--- config.mk ---
export PLATFORM = sky130hd
export DESIGN_NAME = mi4_mul
export DESIGN_NICKNAME = d
export VERILOG_FILES = /design/src/design/mi4_pkg.sv /design/src/design/mi4_mul.sv
export SDC_FILE = /design/constraint.sdc
export NUM_CORES = 2
export LEC_CHECK = 0
export BUFFER_PORTS_ARGS = -buffer_cell sky130_fd_sc_hd__buf_2
export CORE_ASPECT_RATIO = 0.9
export CORE_UTILIZATION = 40
export CTS_CLUSTER_DIAMETER = 50
export DETAILED_ROUTE_END_ITERATION = 10
export HOLD_SLACK_MARGIN = 0.15
export PLACE_DENSITY_LB_ADDON = 0.25
export SLEW_MARGIN = 20
export SYNTH_ARGS = -nofsm -noshare
export SYNTH_HDL_FRONTEND = slang
export SYNTH_SLANG_ARGS = --single-unit
--- constraint.sdc ---
create_clock -name clock -period 7.2 [get_ports clock]
set_clock_uncertainty 0.15 [all_clocks]
set_input_delay 0.36 -clock clock [delete_from_list [all_inputs] [get_ports clock]]
set_output_delay 0.36 -clock clock [all_outputs]
set_load 0.02 [all_outputs]
--- src/design/mi4_pkg.sv ---
// Shared types, widths and index helpers for the 4x4 matrix inverse.
`timescale 1ns / 1ps
package mi4_pkg;

   localparam int FRAC_BITS_DEF = 16;
   localparam int ELEM_W = 32;
   localparam int COF_W = 64;
   localparam int PROD_W = 65;
   localparam int ACC_W = 100;
   localparam int DM_W = 97;
   localparam int QUO_W = 32;
   localparam int NUM_W = DM_W + QUO_W;

   typedef enum logic [4:0] {
      ST_LOAD,
      ST_RDA,
      ST_RDB,
      ST_RDC,
      ST_MAB,
      ST_MLO,
      ST_MHI,
      ST_SUM,
      ST_ACC,
      ST_RND1,
      ST_RND2,
      ST_RND3,
      ST_DRD,
      ST_DLO,
      ST_DHI,
      ST_DSUM,
      ST_DACC,
      ST_DABS,
      ST_ODS,
      ST_OPR,
      ST_DIVW
   } seq_state_type;

   typedef enum logic [1:0] {
      DV_IDLE,
      DV_RUN,
      DV_RND,
      DV_DONE
   } div_state_type;

   typedef struct packed {
      logic done;
      logic big;
   } div_stat_type;

   // Column order of the k-th product of a 3x3 minor, packed {n2, n1, n0}.
   function automatic logic [1:0] perm_sel(input logic [2:0] k, input logic [1:0] n);
      logic [2:0][1:0] t;
      case (k)
         3'd0: t = {2'd2, 2'd1, 2'd0};
         3'd1: t = {2'd0, 2'd2, 2'd1};
         3'd2: t = {2'd1, 2'd0, 2'd2};
         3'd3: t = {2'd1, 2'd2, 2'd0};
         3'd4: t = {2'd0, 2'd1, 2'd2};
         3'd5: t = {2'd2, 2'd0, 2'd1};
         default: t = {2'd2, 2'd1, 2'd0};
      endcase
      return t[n];
   endfunction

   // Store address of factor n of term k of the minor for cofactor (r, c).
   function automatic logic [3:0] minor_addr(input logic [1:0] r, input logic [1:0] c,
                                             input logic [2:0] k, input logic [1:0] n);
      logic [1:0] row;
      logic [1:0] sel;
      logic [1:0] col;
      row = (n < c) ? n : n + 2'd1;
      sel = perm_sel(k, n);
      col = (sel < r) ? sel : sel + 2'd1;
      return {row, col};
   endfunction

endpackage

--- src/design/mi4_mul.sv ---
// Shared registered signed 33x32 multiplier.
`timescale 1ns / 1ps
module mi4_mul
   import mi4_pkg::*;
(
   input  logic                     clock,
   input  logic signed [ELEM_W:0]   mul_a,
   input  logic signed [ELEM_W-1:0] mul_b,
   output logic signed [PROD_W-1:0] mul_q
);

   logic signed [PROD_W-1:0] prod_ff;

   always_ff @(posedge clock) begin
      prod_ff <= PROD_W'(mul_a * mul_b);
   end

   assign mul_q = prod_ff;

endmodule

Word-level counts from Yosys, hierarchy flattened:

Index checks and enable logic that the tools add are counted.

* multiply operators: 1

Operators with widths (count)
* 33-bit by 32-bit multiplier with 65-bit output: 1

* bits in registers: 65
* input bits: 66
* output and inout bits: 65
* word-level logic and storage cells: 2

Logic depth before layout (Yosys ltp):

* word-level depth: 1
* mapped depth: 29
* gate-level depth less buffers: 27

Worst setup path before layout:

No wires, ideal clock.

* kind: input-to-reg
* start point: input port mul_a[32]
* end point: register prod_ff[64], in the netlist mul_q[64]
* setup time: 0.072 ns
* arrival: 7.632 ns
* required time: 6.978 ns
* slack: -0.654 ns
* stages on the path: 26
* cell sequence: clkbuf_1 > nand2_1 > inv_1 > fa_1 > inv_1 > fa_1 > inv_1 > fa_1 > fa_1 > inv_1 > fa_1 > inv_1 > fa_1 > inv_1 > fa_1 > inv_1 > fa_1 > ha_1 > and3_1 > and2_1 > a221o_1 > a22o_1 > a31oi_1 > o311ai_1 > o211ai_1 > xnor2_1

* word-level cells in the longest chain between the ends: 1

RTL lines
* start: declaration: line mi4_mul.sv:7 `input logic signed [ELEM_W:0] mul_a,`
* 33-bit by 32-bit multiplier with 65-bit output: line mi4_mul.sv:15 `prod_ff <= PROD_W'(mul_a * mul_b);`
* end signal: assignment: line mi4_mul.sv:15
* end: declaration: line mi4_mul.sv:12 `logic signed [PROD_W-1:0] prod_ff;`

No other way between the ends.

Worst setup path in the final report:

* start point: input port mul_a[7]
* end point: register prod_ff[50], in the netlist mul_q[50]

The elaborated chain is that of the path after synthesis.

==> flow_metrics.env <==
export IMPL_vias_per_cell=4.78
export IMPL_async_flop_share_pct=0
export IMPL_violations="negative setup slack"
export IMPL_yosysSeqAreaShare_pct=3.40
export IMPL_wl_met1_um=48400
export IMPL_syn_inst=4014
export IMPL_antenna_found_initial=6
export IMPL_place_inst=5668
export IMPL_start_kind="input pin"
export IMPL_final_min_clock_period_ns=7.31
export IMPL_final_layout_size_suffix_gt1_share_pct=19.6
export IMPL_path_clk_slew_ns=0.08
export IMPL_core_area_um2=94700
export IMPL_yosysTopAreaCell="fa_1"
export IMPL_die_h_um=295
export IMPL_netlist_area_um2=38200
export IMPL_cts_htree_levels=3
export IMPL_wire_per_inst_um=18.8
export IMPL_fmaxAchievable_ghz=0.137
export IMPL_highest_layer="met5"
export IMPL_antenna_left=0
export IMPL_ys_flop_type="dfxtp_1"
export IMPL_status="finished, violations left"
export IMPL_grt_usage_pct=23.4
export IMPL_syn_to_final_growth_pct=20.3
export IMPL_numCtsBuffers=9
export IMPL_met2WireLength_um=49500
export IMPL_critPathCapture="mul_q[50]"
export IMPL_ys_top_cells_by_count="1,112 x fa_1, 989 x inv_1, 536 x nand2_1, 531 x and2_1, 210 x clkbuf_1"
export IMPL_pin_count=131
export IMPL_fin_ws_ns=-0.112
export IMPL_cap_violations=0
export IMPL_cts_root_buf="clkbuf_16"
export IMPL_row_count=107
export IMPL_place_congestion=0.920
export IMPL_slew_headroom_pct=53.9
export IMPL_critPathCaptureType="flip-flop"
export IMPL_num_vias=27400
export IMPL_syn_nets=5378
export IMPL_largest_reg_flops=65
export IMPL_clockBufferDepth=2
export IMPL_setup_worst_path_class="in2reg"
export IMPL_grt_pass1_wl_um=172000
export IMPL_port_buffers=130
export IMPL_synth_top_area_share_pct=58.2
export IMPL_start_util_pct=40.4
export IMPL_diodes=0
export IMPL_synth_area_leaders="fa_1 58%, inv_1 9.7%, and2_1 8.7%, ha_1 6.1%, nand2_1 5.3%"
export IMPL_synth_cell_type_count=55
export IMPL_die_area_um2=96900
export IMPL_cts_tree="built"
export IMPL_worst_pin_slew_ns=0.690
export IMPL_fillers=8843
export IMPL_period_share_pct=102
export IMPL_grt_max_degree=27
export IMPL_fin_nets=5843
export IMPL_yosysMostFrequentCell="fa_1"
export IMPL_hold_class="in2reg"
export IMPL_instances_no_fill=5737
export IMPL_drt_pass1_iter_count=5
export IMPL_post_dp_hpwl_um=95100
export IMPL_wl_met3_um=6610
export IMPL_die_x_um=328
export IMPL_synth_edff_count=0
export IMPL_synth_area_per_cell_um2=9.53
export IMPL_drc=0
export IMPL_cp_arrival_ns=7.46
export IMPL_ys_ff_latch=65
export IMPL_drt_iter0_drc=1463
export IMPL_finalMaxSlewViolations=0
export IMPL_setup_viol=3
export IMPL_grt_pass1_vias=29700
export IMPL_hold_viol=0
export IMPL_crit_fanout=16
export IMPL_grt_overflow_total=0
export IMPL_rsz0062_at_grt="yes"
export IMPL_yosysWarningCount=0
export IMPL_crit_start="mul_a[7]"
export IMPL_totalWireLength_um=108000
export IMPL_critPathRequiredTime_ns=7.35
export IMPL_clkSinkCount=65
==> layer usage <==
layer  GRT usage [%]  vias to the layer above
met1            33.3                    14300
met3            4.46                      107
met4            6.67                       10
met5               0                        -
met2            36.4                      664
li1                -                    12300
==> cells by family (layout without fill, tap and decap cells) <==
family / after synthesis / in the layout / synth area share (%)
adders and majority gates: 1298 / 1298 / 64.3
buffers and inverters: 1200 / 1670 / 11.8
and+or+nand+nor: 1175 / 1175 / 15.4
AOI/OAI and AO/OA: 202 / 202 / 3.47
xor gates and xnor gates: 74 / 74 / 1.69
DFF: 65 / 65 / 3.40
==> how the worst min path moves through the flow <==
stage / start / end / slack, ns / cells past startpoint
global route: mul_b[0] / mul_q[0] / 0.52 / 4
global placement: mul_q[62] / mul_q[62] / 0.63 / 1
CTS: mul_b[0] / mul_q[0] / 0.48 / 4
finish: mul_b[0] / mul_q[0] / 0.49 / 4
floorplan: mul_b[0] / mul_q[0] / 0.34 / 1
detailed placement: mul_q[0] / mul_q[0] / 0.62 / 1
==> area by class of cell <==
type                       instances  area (µm²)  share of cell area [%]
timing repair buffer             665        5650                    12.3
clock inverter                     5        31.3                  0.0680
clock buffer                      11         243                   0.528
inverter                         989        3720                    8.09
tap                             1253        1570                    3.41
sequential                        65        1300                    2.83
multi-input combinational       2749       33500                    72.8
==> cell usage in the layout (no fill, tap or decap), types with 6 or more instances in the layout <==
master,instances
o21ai_0,14
and2_1,523
nand2b_1,9
o21a_1,6
buf_6,47
fa_1,1051
buf_8,12
xnor2_1,47
ha_1,159
ha_4,25
dfxtp_1,65
fa_2,61
inv_2,21
nand2_1,528
clkbuf_4,6
xor2_1,26
o21ai_1,10
a21o_1,30
and2_4,8
inv_1,966
nand3_1,11
buf_12,39
buf_2,78
buf_4,478
o21bai_1,10
clkbuf_16,13
a21oi_2,13
nand2_2,6
and3_1,7
nor2_1,42
nand4_1,12
a21oi_1,52
==> critical path: stages <==
cell and delay (ns):
buf_4 0.15, buf_12 0.16, and2_1 0.17, fa_1 0.54, inv_1 0.06, fa_1 0.47
inv_1 0.05, fa_1 0.51, inv_1 0.06, fa_1 0.55, inv_1 0.07, fa_2 0.56
fa_1 0.43, fa_1 0.47, fa_1 0.54, ha_4 0.22, nand3_2 0.13, inv_1 0.09
a221oi_2 0.23, nor2_1 0.06, a311o_1 0.38, a211oi_2 0.21, buf_4 0.19, o31ai_4 0.08
buf_12 0.16, a2111oi_4 0.35, a21oi_2 0.06, xor2_1 0.14
==> metrics by stage <==
stage	setup TNS, ns	util [%]	hold WS (ns)	cell area (µm²)	setup WS (ns)
after floorplan	-0.921	-	0.337	38400	-0.212
after global placement	-21.19	46.2	0.628	43700	-1.26
after global routing	-1.70	48.6	0.518	46000	-0.293
after detailed placement	-21.76	46.2	0.624	43700	-1.24
after CTS	-0.0849	47.4	0.478	44900	-0.0798
final	-0.181	48.6	0.491	46000	-0.112
==> what timing repair did <==
| action | 4_1_cts | 5_1_grt |
|---|---|---|
| hold endpoints to repair | 0 | 0 |
| resized for setup | 149 | 222 |
| hold buffers | 0 | 0 |
| endpoints found under the setup margin | 25 | 24 |
| cloned | 1 | 4 |
| buffers inserted | 26 | 28 |
| pin swaps | 78 | 121 |
Power is left out: the tool's default activity adds up to more than one toggle a clock period on the data nets, which glitch-free logic cannot reach.
