### src/design/mi4_pkg.sv
// Shared types, widths and index helpers for the 4x4 matrix inverse.
`timescale 1ns / 1ps
package mi4_pkg;

   localparam int FRAC_BITS_DEF = 16;
   localparam int ELEM_W = 32;
   localparam int COF_W = 64;
   localparam int PROD_W = 65;
   localparam int ACC_W = 100;
   localparam int DM_W = 97;
   localparam int QUO_W = 32;
   localparam int NUM_W = DM_W + QUO_W;

   typedef enum logic [4:0] {
      ST_LOAD,
      ST_RDA,
      ST_RDB,
      ST_RDC,
      ST_MAB,
      ST_MLO,
      ST_MHI,
      ST_SUM,
      ST_ACC,
      ST_RND1,
      ST_RND2,
      ST_RND3,
      ST_DRD,
      ST_DLO,
      ST_DHI,
      ST_DSUM,
      ST_DACC,
      ST_DABS,
      ST_ODS,
      ST_OPR,
      ST_DIVW
   } seq_state_type;

   typedef enum logic [1:0] {
      DV_IDLE,
      DV_RUN,
      DV_RND,
      DV_DONE
   } div_state_type;

   typedef struct packed {
      logic done;
      logic big;
   } div_stat_type;

   // Column order of the k-th product of a 3x3 minor, packed {n2, n1, n0}.
   function automatic logic [1:0] perm_sel(input logic [2:0] k, input logic [1:0] n);
      logic [2:0][1:0] t;
      case (k)
         3'd0: t = {2'd2, 2'd1, 2'd0};
         3'd1: t = {2'd0, 2'd2, 2'd1};
         3'd2: t = {2'd1, 2'd0, 2'd2};
         3'd3: t = {2'd1, 2'd2, 2'd0};
         3'd4: t = {2'd0, 2'd1, 2'd2};
         3'd5: t = {2'd2, 2'd0, 2'd1};
         default: t = {2'd2, 2'd1, 2'd0};
      endcase
      return t[n];
   endfunction

   // Store address of factor n of term k of the minor for cofactor (r, c).
   function automatic logic [3:0] minor_addr(input logic [1:0] r, input logic [1:0] c,
                                             input logic [2:0] k, input logic [1:0] n);
      logic [1:0] row;
      logic [1:0] sel;
      logic [1:0] col;
      row = (n < c) ? n : n + 2'd1;
      sel = perm_sel(k, n);
      col = (sel < r) ? sel : sel + 2'd1;
      return {row, col};
   endfunction

endpackage

### src/design/mi4_div.sv
// Restoring radix-2 divider: 32 quotient bits, round half up, overflow precheck.
`timescale 1ns / 1ps
module mi4_div
   import mi4_pkg::*;
(
   input  logic               clock,
   input  logic               reset,
   input  logic               start,
   input  logic [NUM_W-1:0]   num,
   input  logic [DM_W-1:0]    den,
   output div_stat_type       stat,
   output logic [QUO_W:0]     quo
);

   div_state_type        state_ff;
   div_state_type        state_in;
   logic [DM_W:0]        rem_ff;
   logic [QUO_W-1:0]     nlo_ff;
   logic [QUO_W-1:0]     q_ff;
   logic [DM_W-1:0]      den_ff;
   logic [5:0]           cnt_ff;
   logic                 big_ff;
   logic [QUO_W:0]       quo_ff;
   logic [DM_W:0]        rs;
   logic                 ge;
   logic                 is_big;

   assign is_big = num >= {den, {QUO_W{1'b0}}};
   assign rs = {rem_ff[DM_W-1:0], nlo_ff[QUO_W-1]};
   assign ge = rs >= {1'b0, den_ff};

   always_ff @(posedge clock) begin
      if (reset) begin
         state_ff <= DV_IDLE;
      end else begin
         state_ff <= state_in;
      end
   end

   always_comb begin
      state_in = state_ff;
      case (state_ff)
         DV_IDLE: begin
            if (start) begin
               state_in = is_big ? DV_DONE : DV_RUN;
            end
         end
         DV_RUN: begin
            if (cnt_ff == 6'd1) begin
               state_in = DV_RND;
            end
         end
         DV_RND: state_in = DV_DONE;
         DV_DONE: state_in = DV_IDLE;
         default: state_in = DV_IDLE;
      endcase
   end

   always_ff @(posedge clock) begin
      case (state_ff)
         DV_IDLE: begin
            if (start) begin
               big_ff <= is_big;
               rem_ff <= {1'b0, num[NUM_W-1:QUO_W]};
               nlo_ff <= num[QUO_W-1:0];
               den_ff <= den;
               cnt_ff <= 6'(QUO_W);
               q_ff <= '0;
            end
         end
         DV_RUN: begin
            rem_ff <= ge ? rs - {1'b0, den_ff} : rs;
            nlo_ff <= {nlo_ff[QUO_W-2:0], 1'b0};
            q_ff <= {q_ff[QUO_W-2:0], ge};
            cnt_ff <= cnt_ff - 6'd1;
         end
         DV_RND: begin
            quo_ff <= {1'b0, q_ff} +
                      (QUO_W+1)'({rem_ff, 1'b0} >= {2'b00, den_ff});
         end
         default: begin
         end
      endcase
   end

   assign stat.done = (state_ff == DV_DONE);
   assign stat.big = big_ff;
   assign quo = quo_ff;

endmodule

### config.mk
export PLATFORM = sky130hd
export DESIGN_NAME = mi4_div
export DESIGN_NICKNAME = d
export VERILOG_FILES = /design/src/design/mi4_pkg.sv /design/src/design/mi4_div.sv
export SDC_FILE = /design/constraint.sdc
export NUM_CORES = 1
export LEC_CHECK = 0
export ABC_AREA = 1
export BUFFER_PORTS_ARGS = -buffer_cell sky130_fd_sc_hd__buf_4
export CORE_ASPECT_RATIO = 0.5
export CORE_MARGIN = 1
export CORE_UTILIZATION = 50
export CTS_BUF_LIST = sky130_fd_sc_hd__clkbuf_16
export CTS_CLUSTER_SIZE = 25
export DETAILED_ROUTE_END_ITERATION = 8
export PLACE_DENSITY = 0.74
export SLEW_MARGIN = 15
export SYNTH_ARGS = -nofsm -noshare
export SYNTH_HDL_FRONTEND = slang
export SYNTH_SLANG_ARGS = --single-unit
### constraint.sdc
create_clock -name clock -period 14.9 [get_ports clock]
set_clock_uncertainty 0.2 [all_clocks]
set_input_delay 0.745 -clock clock [delete_from_list [all_inputs] [get_ports clock]]
set_output_delay 0.745 -clock clock [all_outputs]
set_load 0.1 [all_outputs]
=== Word level (Yosys, flattened, before mapping) ===
Index checks and enable logic that the tools add are counted.

* Register bits: 301
* Latch bits: 0
* Memory bits (writable): 0
* Memory bits (read-only): 0
* Bits of input ports: 229
* Output and inout port bits: 35
* Logic and storage cells: 38
* Memories: 0

* Add/sub/neg operators: 3
* $mul: 0
* Div/mod/pow operators: 0
* Order comparisons: 3
* Eq/ne operators: 6
* Shift operators: 0
* Muxes and demuxes: 13
* Bitwise gates (word level): 0
* Reduce and logical (&&, ||, !) cells: 5

{| class="wikitable"
|+ Operators with widths
! cell !! number
|-
| $mux W98 || 2
|-
| $pmux W98 S2 || 1
|-
| $ge A129 B129 Y1 || 1
|-
| $pmux W32 S2 || 2
|-
| $ge A99 B97 Y1 || 1
|-
| $ge A98 B97 Y1 || 1
|-
| $sub A98 B97 Y98 || 1
|-
| $mux W32 || 2
|-
| $add A32 B1 Y33 || 1
|-
| $pmux W6 S2 || 1
|-
| $pmux W2 S4 || 1
|-
| $eq A6 B1 Y1 const B || 1
|-
| $mux W2 || 3
|-
| $mux W6 || 1
|-
| $reduce_and A2 Y1 || 3
|-
| $sub A6 B1 Y6 const B || 1
|-
| $eq A2 B2 Y1 const B || 2
|-
| $ne A2 B2 Y1 const B || 2
|-
| $eq A2 B1 Y1 const B || 1
|-
| $logic_not A2 Y1 || 1
|-
| $reduce_bool A2 Y1 || 1
|}

=== Depth between registers and ports, before layout ===
Gate-level depths: netlist of run 1.

* Word-level depth: 4
* Gate-level depth with buffers: 25
* Depth with buffers taken out: 25

=== Least setup slack after synthesis of run 1 ===
Ideal clock, no wire load.

* Path type: register to register
* Start point: register state_ff[1]
* End point: register cnt_ff[0] (enable)
* Setup time: 0.928 ns
* Arrival time: 12.766 ns
* Required time: 13.772 ns
* Slack: 1.005 ns
* Cell stages (with the launch flop): 7
* Buffers on the path: 2
* Clock period less this slack: 13.895 ns
* Cell sequence: dfxtp_1 > inv_1 > ha_1 > clkbuf_1 > clkinv_1 > clkbuf_1 > o21ai_0

* Longest elaborated chain between the ends: 3
* Elaborated cells between the ends (all ways): 5
* Those cells by class: 2 x eq/ne; 3 x reduce/logical

{| class="wikitable"
|+ RTL lines
! what !! line !! source
|-
| start: declaration || mi4_div.sv:15 || <nowiki>div_state_type state_ff;</nowiki>
|-
| start signal: assignment || mi4_div.sv:36 || <nowiki>state_ff <= state_in;</nowiki>
|-
| $eq A2 B1 Y1 / $logic_not A2 Y1 (equally long branches) || mi4_div.sv:60 || <nowiki>case (state_ff)</nowiki>
|-
| $reduce_bool A2 Y1 (no source line) / $ne A2 B2 Y1 (equally long branches) || -- ||
|-
| $reduce_and A2 Y1 (no source line) (*) || -- ||
|-
| end signal: assignment || mi4_div.sv:67 || <nowiki>cnt_ff <= 6'(QUO_W);</nowiki>
|-
| end signal: assignment || mi4_div.sv:75 || <nowiki>cnt_ff <= cnt_ff - 6'd1;</nowiki>
|-
| end: declaration || mi4_div.sv:21 || <nowiki>logic [5:0] cnt_ff;</nowiki>
|}

Every way passes the cells marked *; elsewhere a longest branch is shown, timed or not.
A chain may end at the register's enable or synchronous reset.

=== Worst setup path after layout of run 1 ===
* Start point: register rem_ff[20]
* End point: register quo_ff[28] (netlist: quo[28]), data pin

* Longest elaborated chain between the ends: 2

{| class="wikitable"
|+ RTL lines
! what !! line !! source
|-
| start: declaration || mi4_div.sv:17 || <nowiki>logic [DM_W:0] rem_ff;</nowiki>
|-
| start signal: assignment || mi4_div.sv:64 || <nowiki>rem_ff <= {1'b0, num[NUM_W-1:QUO_W]};</nowiki>
|-
| start signal: assignment || mi4_div.sv:72 || <nowiki>rem_ff <= ge ? rs - {1'b0, den_ff} : rs;</nowiki>
|-
| $ge A99 B97 Y1 || mi4_div.sv:79 || <nowiki>(QUO_W+1)'({rem_ff, 1'b0} >= {2'b00, den_ff});</nowiki>
|-
| $add A32 B1 Y33 || mi4_div.sv:78 || <nowiki>quo_ff <= {1'b0, q_ff} +</nowiki>
|-
| end signal: assignment || mi4_div.sv:78 ||
|-
| end: declaration || mi4_div.sv:23 || <nowiki>logic [QUO_W:0] quo_ff;</nowiki>
|}

No other way between the ends.

==> flow_summary.json, run 1 <==
{
  "antenna_found_initial": 2,
  "drc": 0,
  "yosysSeqAreaShare": 0.3422,
  "clk_latency_ns": 0.61,
  "setup_viol": 0,
  "setup_tns_ns": 0,
  "path_cells": "ha_1, nand2_1, nor2_1, inv_1, nor2_1, nand2_1, inv_1, nand2_1, nor2_1, o2111ai_1, o211ai_1, ha_1, nand3_1, nor2_2, nand2_1, nor2_2, nand3_1, nor2_1, inv_1, nor3_2, nand2_1, xor2_1",
  "die_h_um": 164.3,
  "avgSynthCellArea_um2": 6.547,
  "hp-class": "in -> reg",
  "grt_usage": 0.3803,
  "row_count": 59,
  "vias": 27128,
  "clock_sinks": 301,
  "drt-pass1-iter-count": 6,
  "initial_core_util": 0.5064,
  "cts-buffers-inserted": 29,
  "hold_start": "reset",
  "path_common_cell": "nand2_1",
  "synth_top_area_cell": "edfxtp_1",
  "p_leak_uw": 0.01653,
  "period_share": 0.3798,
  "synth_top_area_frac": 0.3407,
  "ys_seq_elements": 301,
  "gp_congestion": 1.095,
  "dp_hpwl_mm": 84.80,
  "min_period_ns": 5.660,
  "criticalPathCategory": "reg -> reg",
  "pin_count": 264,
  "r2r.worst_path.cells": 22,
  "root_buffer": "clkbuf_16",
  "die_w_um": 326.7,
  "port_buffers": 263,
  "drive_gt1_frac": 0.08147,
  "crit_end": "quo[28]$_DFFE_PP_",
  "cpPeakStageDelay_ns": 0.46,
  "drt_first_iter_violations": 3603,
  "startpoint": "rem_ff[20]$_DFFE_PP_",
  "max_freq_mhz": 176.7,
  "async_flop_share": 0,
  "netlist_instances": 4026,
  "antenna_left": 0,
  "netlist_top_cells_area": "edfxtp_1, nand2_1, inv_1",
  "holdBufCountCts": 0,
  "final_area_um2": 30030,
  "powerDensity_nw_per_um2": 230.6,
  "dieArea_um2": 53690,
  "cts.path.max_buffers": 3,
  "ir_worst_vdd_mv": 0.1930,
  "grt_pass1_vias": 24311,
  "post_cts_buffers": 0,
  "path_max_fanout": 4,
  "antennaDiodeCount": 0,
  "r2r-start": "rem_ff[20]$_DFFE_PP_",
  "grt_max_degree": 132,
  "routed_wl_mm": 103.7,
  "setup_ws_ns": 9.240,
  "multi_input_area_um2": 13750,
  "synth_cell_types": 45,
  "core_area_um2": 52040,
  "vias_per_cell": 5.442,
  "cts_tree": "built",
  "nets": 4695,
  "area_growth_pct": 13.94,
  "cp.arrival_ns": 5.81,
  "synth_fp_nets": 4458,
  "total_power_uw": 6926,
  "yosys_warnings": 0,
  "htree_levels": 1,
  "synth_edf_count": 299,
  "worst-slew-pin-transition_ns": 1.131,
  "status": "finished clean",
  "place_ws_ns": 9.534,
  "clk_pin_slew_ns": 0.08,
  "crit_slowest_cell": "nor2_1",
  "hold_viol": 0,
  "synth_area_um2": 26360,
  "max-cap-violations": 0,
  "wire_per_inst_um": 20.81,
  "worstPathRequired_ns": 15.05,
  "grt_pass1_wl_mm": 151.0,
  "startpoint_type": "flip-flop",
  "crit_path_end_kind": "flip-flop",
  "placed_area_um2": 29050,
  "regToRegSetupSlack_ns": 9.24,
  "rsz0062_at_grt": "false",
  "worstReg2RegEnd": "quo[28]$_DFFE_PP_",
  "seqCellArea_um2": 9019,
  "grt.overflow.total": 0,
  "maxSlewViolCount": 0,
  "ys.flop_type": "edfxtp_1",
  "fillers": 5058,
  "maxSlewHeadroom": 0.2461,
  "cts_resized": 0
}
## final cells by class
class                   count  share of cell area
multi-input cells        2771              0.4580
flip-flops and latches    301              0.3003
inverters                 883              0.1105
repair buffers            277             0.07024
well taps                 701             0.02921
clock buffers              29             0.02416
clock inverters            23            0.007541
## logic make-up (layout without fill, tap and decap cells)
group                    Yosys count  after routing  synth area share
buffers and inverters            954           1212            0.1382
adder cells (fa/ha/maj)          203            203           0.09665
flip-flops                       301            301            0.3422
XOR/XNOR                          80             80           0.02658
AO/OA/AOI/OAI                    195            195           0.04054
AND/OR/NAND/NOR                 2293           2293            0.3559
## cells in the final DEF, fill, tap and decap left out, types with 8 or more instances in the layout
master and instances:
a21oi_1 122, buf_4 274, clkbuf_16 29, edfxtp_1 299
ha_1 201, inv_1 882, inv_2 9, nand2_1 1571
nand3_1 207, nand3b_1 13, nand4_1 119, nor2_1 313
nor3_1 32, nor4_1 8, o21ai_0 35, o21bai_1 12
xnor2_1 59, xor2_1 21
## flip-flops by register name, summed over array words and instances (netlist names)
| name | flops |
|---|---|
| rem_ff | 98 |
| q_ff | 32 |
| den_ff | 97 |
| state_ff | 2 |
| cnt_ff | 6 |
| quo | 33 |
| nlo_ff | 32 |
| big_ff | 1 |
## Yosys cell counts (2+ instances only)
cell       instances
a21boi_0           6
a21o_1             3
a21oi_1          122
and2_1             5
and3_1             2
buf_1              3
buf_2             28
buf_6              3
clkbuf_1          36
clkinv_1           2
dfxtp_1            2
edfxtp_1         299
ha_1             202
inv_1            872
inv_2              9
nand2_1         1571
nand2_2            2
nand3_1          207
nand3_2            2
nand3b_1          13
nand4_1          119
nor2_1           313
nor2_2             7
nor3_1            32
nor3_2             4
nor3b_1            2
nor4_1             9
o2111ai_1          2
o211ai_1           2
o21a_1             7
o21ai_0           36
o21bai_1          12
or2_2              2
xnor2_1           59
xor2_1            21
## critical path: cells and delay by family, from the launching register on
family,cells,cell delay [ns]
flip-flops,1,0.41
AND/OR/NAND/NOR,14,2.94
buffers and inverters,3,0.39
adder cells (fa/ha/maj),2,0.69
AO/OA/AOI/OAI,2,0.58
XOR/XNOR,1,0.15
## worst min path at each step
stage,endpoint,slack (ns),cells after the start
2_1_floorplan,state_ff[1]$_SDFFE_PP0P_,0.27,2
3_3_place_gp,state_ff[1]$_SDFFE_PP0P_,0.29,2
3_5_place_dp,nlo_ff[21]$_DFFE_PP_,0.30,2
4_1_cts,state_ff[0]$_SDFFE_PP0P_,0.09,2
5_1_grt,state_ff[0]$_SDFFE_PP0P_,0.11,2
6_report,state_ff[0]$_SDFFE_PP0P_,0.12,2
## report_power, final
| part | switching (uW) | internal, uW |
|---|---|---|
| combinational | 3260 | 1260 |
| clock | 360 | 437 |
| sequential | 171 | 1440 |
| total | 3790 | 3130 |
## routing by layer
layer	vias up	global-route usage	wire length, um
met4	0	0.06521	1982
li1	12939	-	-
met1	12683	0.5846	48340
met5	-	0	0
met2	1387	0.5556	41940
met3	119	0.06703	11490
## through the flow
stage               utilization  hold WS (ns)  instances
global placement         0.5580        0.2938       4931
global route             0.5770        0.1054       4985
CTS                      0.5765       0.09413       4984
detailed placement       0.5582        0.3043       4932
finish                   0.5770        0.1168       4985
floorplan                     -        0.2724       4026
Note: power is estimated with default switching activity, not from simulation.
==> run 2: changes to the inputs <==
- clock period: 14.9 -> 5 ns (I/O delays scaled with it)
==> run 2 against run 1 <==
Maximum frequency is 20% higher. Sequential power grew to 3.0 times the previous value. Hold slack better by 0.045 ns. Global-route usage is 3.1 points higher. Critical path type unchanged. Largest power group unchanged.
==> flow_summary.json, run 2 (synthesized netlist as in run 1, its figures left out) <==
{
  "grt.overflow.total": 0,
  "dp_hpwl_mm": 84.88,
  "pin_count": 264,
  "path_max_fanout": 4,
  "initial_core_util": 0.5064,
  "core_area_um2": 52040,
  "period_share": 0.9429,
  "min_period_ns": 4.714,
  "whs_path_depth": 2,
  "hold_start": "den[71]",
  "drive_gt1_frac": 0.07900,
  "port_buffers": 263,
  "holdPathEnd": "den_ff[71]$_DFFE_PP_",
  "die_h_um": 164.3,
  "ir_worst_vdd_mv": 0.5806,
  "wire_per_inst_um": 21.54,
  "setup_ws_ns": 0.2855,
  "vias_per_cell": 5.494,
  "area_growth_pct": 22.61,
  "row_count": 59,
  "nets": 4928,
  "max-cap-violations": 0,
  "p_leak_uw": 0.01745,
  "antenna_left": 0,
  "met1_usage": 0.5845,
  "final_area_um2": 32320,
  "clock_sinks": 301,
  "antenna_found_initial": 3,
  "holdBufCountCts": 229,
  "post_cts_buffers": 0,
  "clk_latency_ns": 0.63,
  "maxSlewHeadroom": 0.1610,
  "cts.path.max_buffers": 3,
  "htree_levels": 1,
  "startpoint_type": "flip-flop",
  "criticalPathCategory": "reg -> reg",
  "dieArea_um2": 53690,
  "cts_tree": "built",
  "grt_max_degree": 148,
  "busiest_layer": "met2",
  "powerDensity_nw_per_um2": 644.8,
  "setup_tns_ns": 0,
  "r2r.worst_path.cells": 22,
  "place_ws_ns": 0.5058,
  "worstReg2RegEnd": "quo[22]$_DFFE_PP_",
  "drt-pass1-iter-count": 7,
  "regMostFlops": "rem_ff",
  "setup_viol": 0,
  "final_common_cell": "nand2_1",
  "hold_viol": 0,
  "max_freq_mhz": 212.1,
  "total_power_uw": 20840,
  "regToRegSetupSlack_ns": 0.29,
  "gp_congestion": 1.067,
  "rsz0062_at_grt": "false",
  "grt_pass1_wl_mm": 163.4,
  "vias": 28686,
  "worstPathRequired_ns": 5.16,
  "grt_pass1_vias": 26778,
  "worst-slew-pin-transition_ns": 1.259,
  "status": "finished clean",
  "drc": 0,
  "clk_pin_slew_ns": 0.07,
  "cp.arrival_ns": 4.87,
  "placed_area_um2": 29110,
  "hp-class": "in -> reg",
  "crit_path_end_kind": "flip-flop",
  "timing.hold.ws_ns": 0.1614,
  "drt_first_iter_violations": 3640,
  "die_w_um": 326.7,
  "final_cell_mix": "nand2_1, inv_1, nor2_1, edfxtp_1, buf_4",
  "maxSlewViolCount": 0,
  "cts-buffers-inserted": 29,
  "grt_usage": 0.4117,
  "routed_wl_mm": 112.5,
  "cts_resized": 0,
  "largest_reg_flops": 98,
  "use_met2": 0.6239,
  "root_buffer": "clkbuf_16",
  "use_met3": 0.09819,
  "r2r-start": "rem_ff[21]$_DFFE_PP_"
}
## run 2: how the worst max path moves through the flow
stage,cells past startpoint,from,slack (ns),end
3_5_place_dp,23,rem_ff[21]$_DFFE_PP_,0.51,quo[28]$_DFFE_PP_
3_3_place_gp,23,rem_ff[21]$_DFFE_PP_,0.58,quo[28]$_DFFE_PP_
5_1_grt,23,rem_ff[21]$_DFFE_PP_,0.05,quo[28]$_DFFE_PP_
6_report,22,rem_ff[21]$_DFFE_PP_,0.29,quo[22]$_DFFE_PP_
4_1_cts,22,rem_ff[21]$_DFFE_PP_,0.44,quo[22]$_DFFE_PP_
2_1_floorplan,6,state_ff[1]$_SDFFE_PP0P_,0.57,cnt_ff[0]$_SDFFCE_PN0P_
## run 2: power by group
| group | switching [uW] | internal, uW |
|---|---|---|
| combinational | 9810 | 3910 |
| sequential | 548 | 4290 |
| clock | 1120 | 1160 |
## run 2: worst max-delay path, stage by stage, from the launching register on
cell and delay, ns:
edfxtp_1 0.40, ha_1 0.42, nand2_1 0.13, nor2_1 0.29, inv_1 0.10, nor2_1 0.21, nand2_1 0.11, inv_1 0.13
nand2_1 0.06, nor2_1 0.14, o2111ai_1 0.15, o211ai_1 0.12, buf_4 0.19, ha_1 0.18, nand3_1 0.13, nor2_2 0.17
nand2_1 0.13, nor2_2 0.20, nand3_1 0.15, nor2_1 0.29, and3_1 0.24, nand4_1 0.13, xnor2_1 0.17
## run 2: layout make-up
class	count	area (um^2)
Antenna cell	1	2.502
Clock buffer	29	725.7
Clock inverter	25	187.7
Fill cell	4606	19730
Inverter	883	3319
Multi-Input combinational cell	2771	13750
Sequential cell	301	9019
Tap cell	701	877.1
Timing Repair Buffer	510	4439
## run 2: metal layers
| metal | wire [um] | share of wire |
|---|---|---|
| met3 | 13540 | 0.12 |
| met2 | 47130 | 0.42 |
| met4 | 3486 | 0.031 |
| met5 | 44 | 0.00039 |
| met1 | 48260 | 0.43 |
## run 2: through the flow
stage               utilization  std cells
floorplan                     -       4026
global placement         0.5593       4937
detailed placement       0.5593       4937
CTS                      0.6209       5220
global route             0.6209       5221
finish                   0.6209       5221
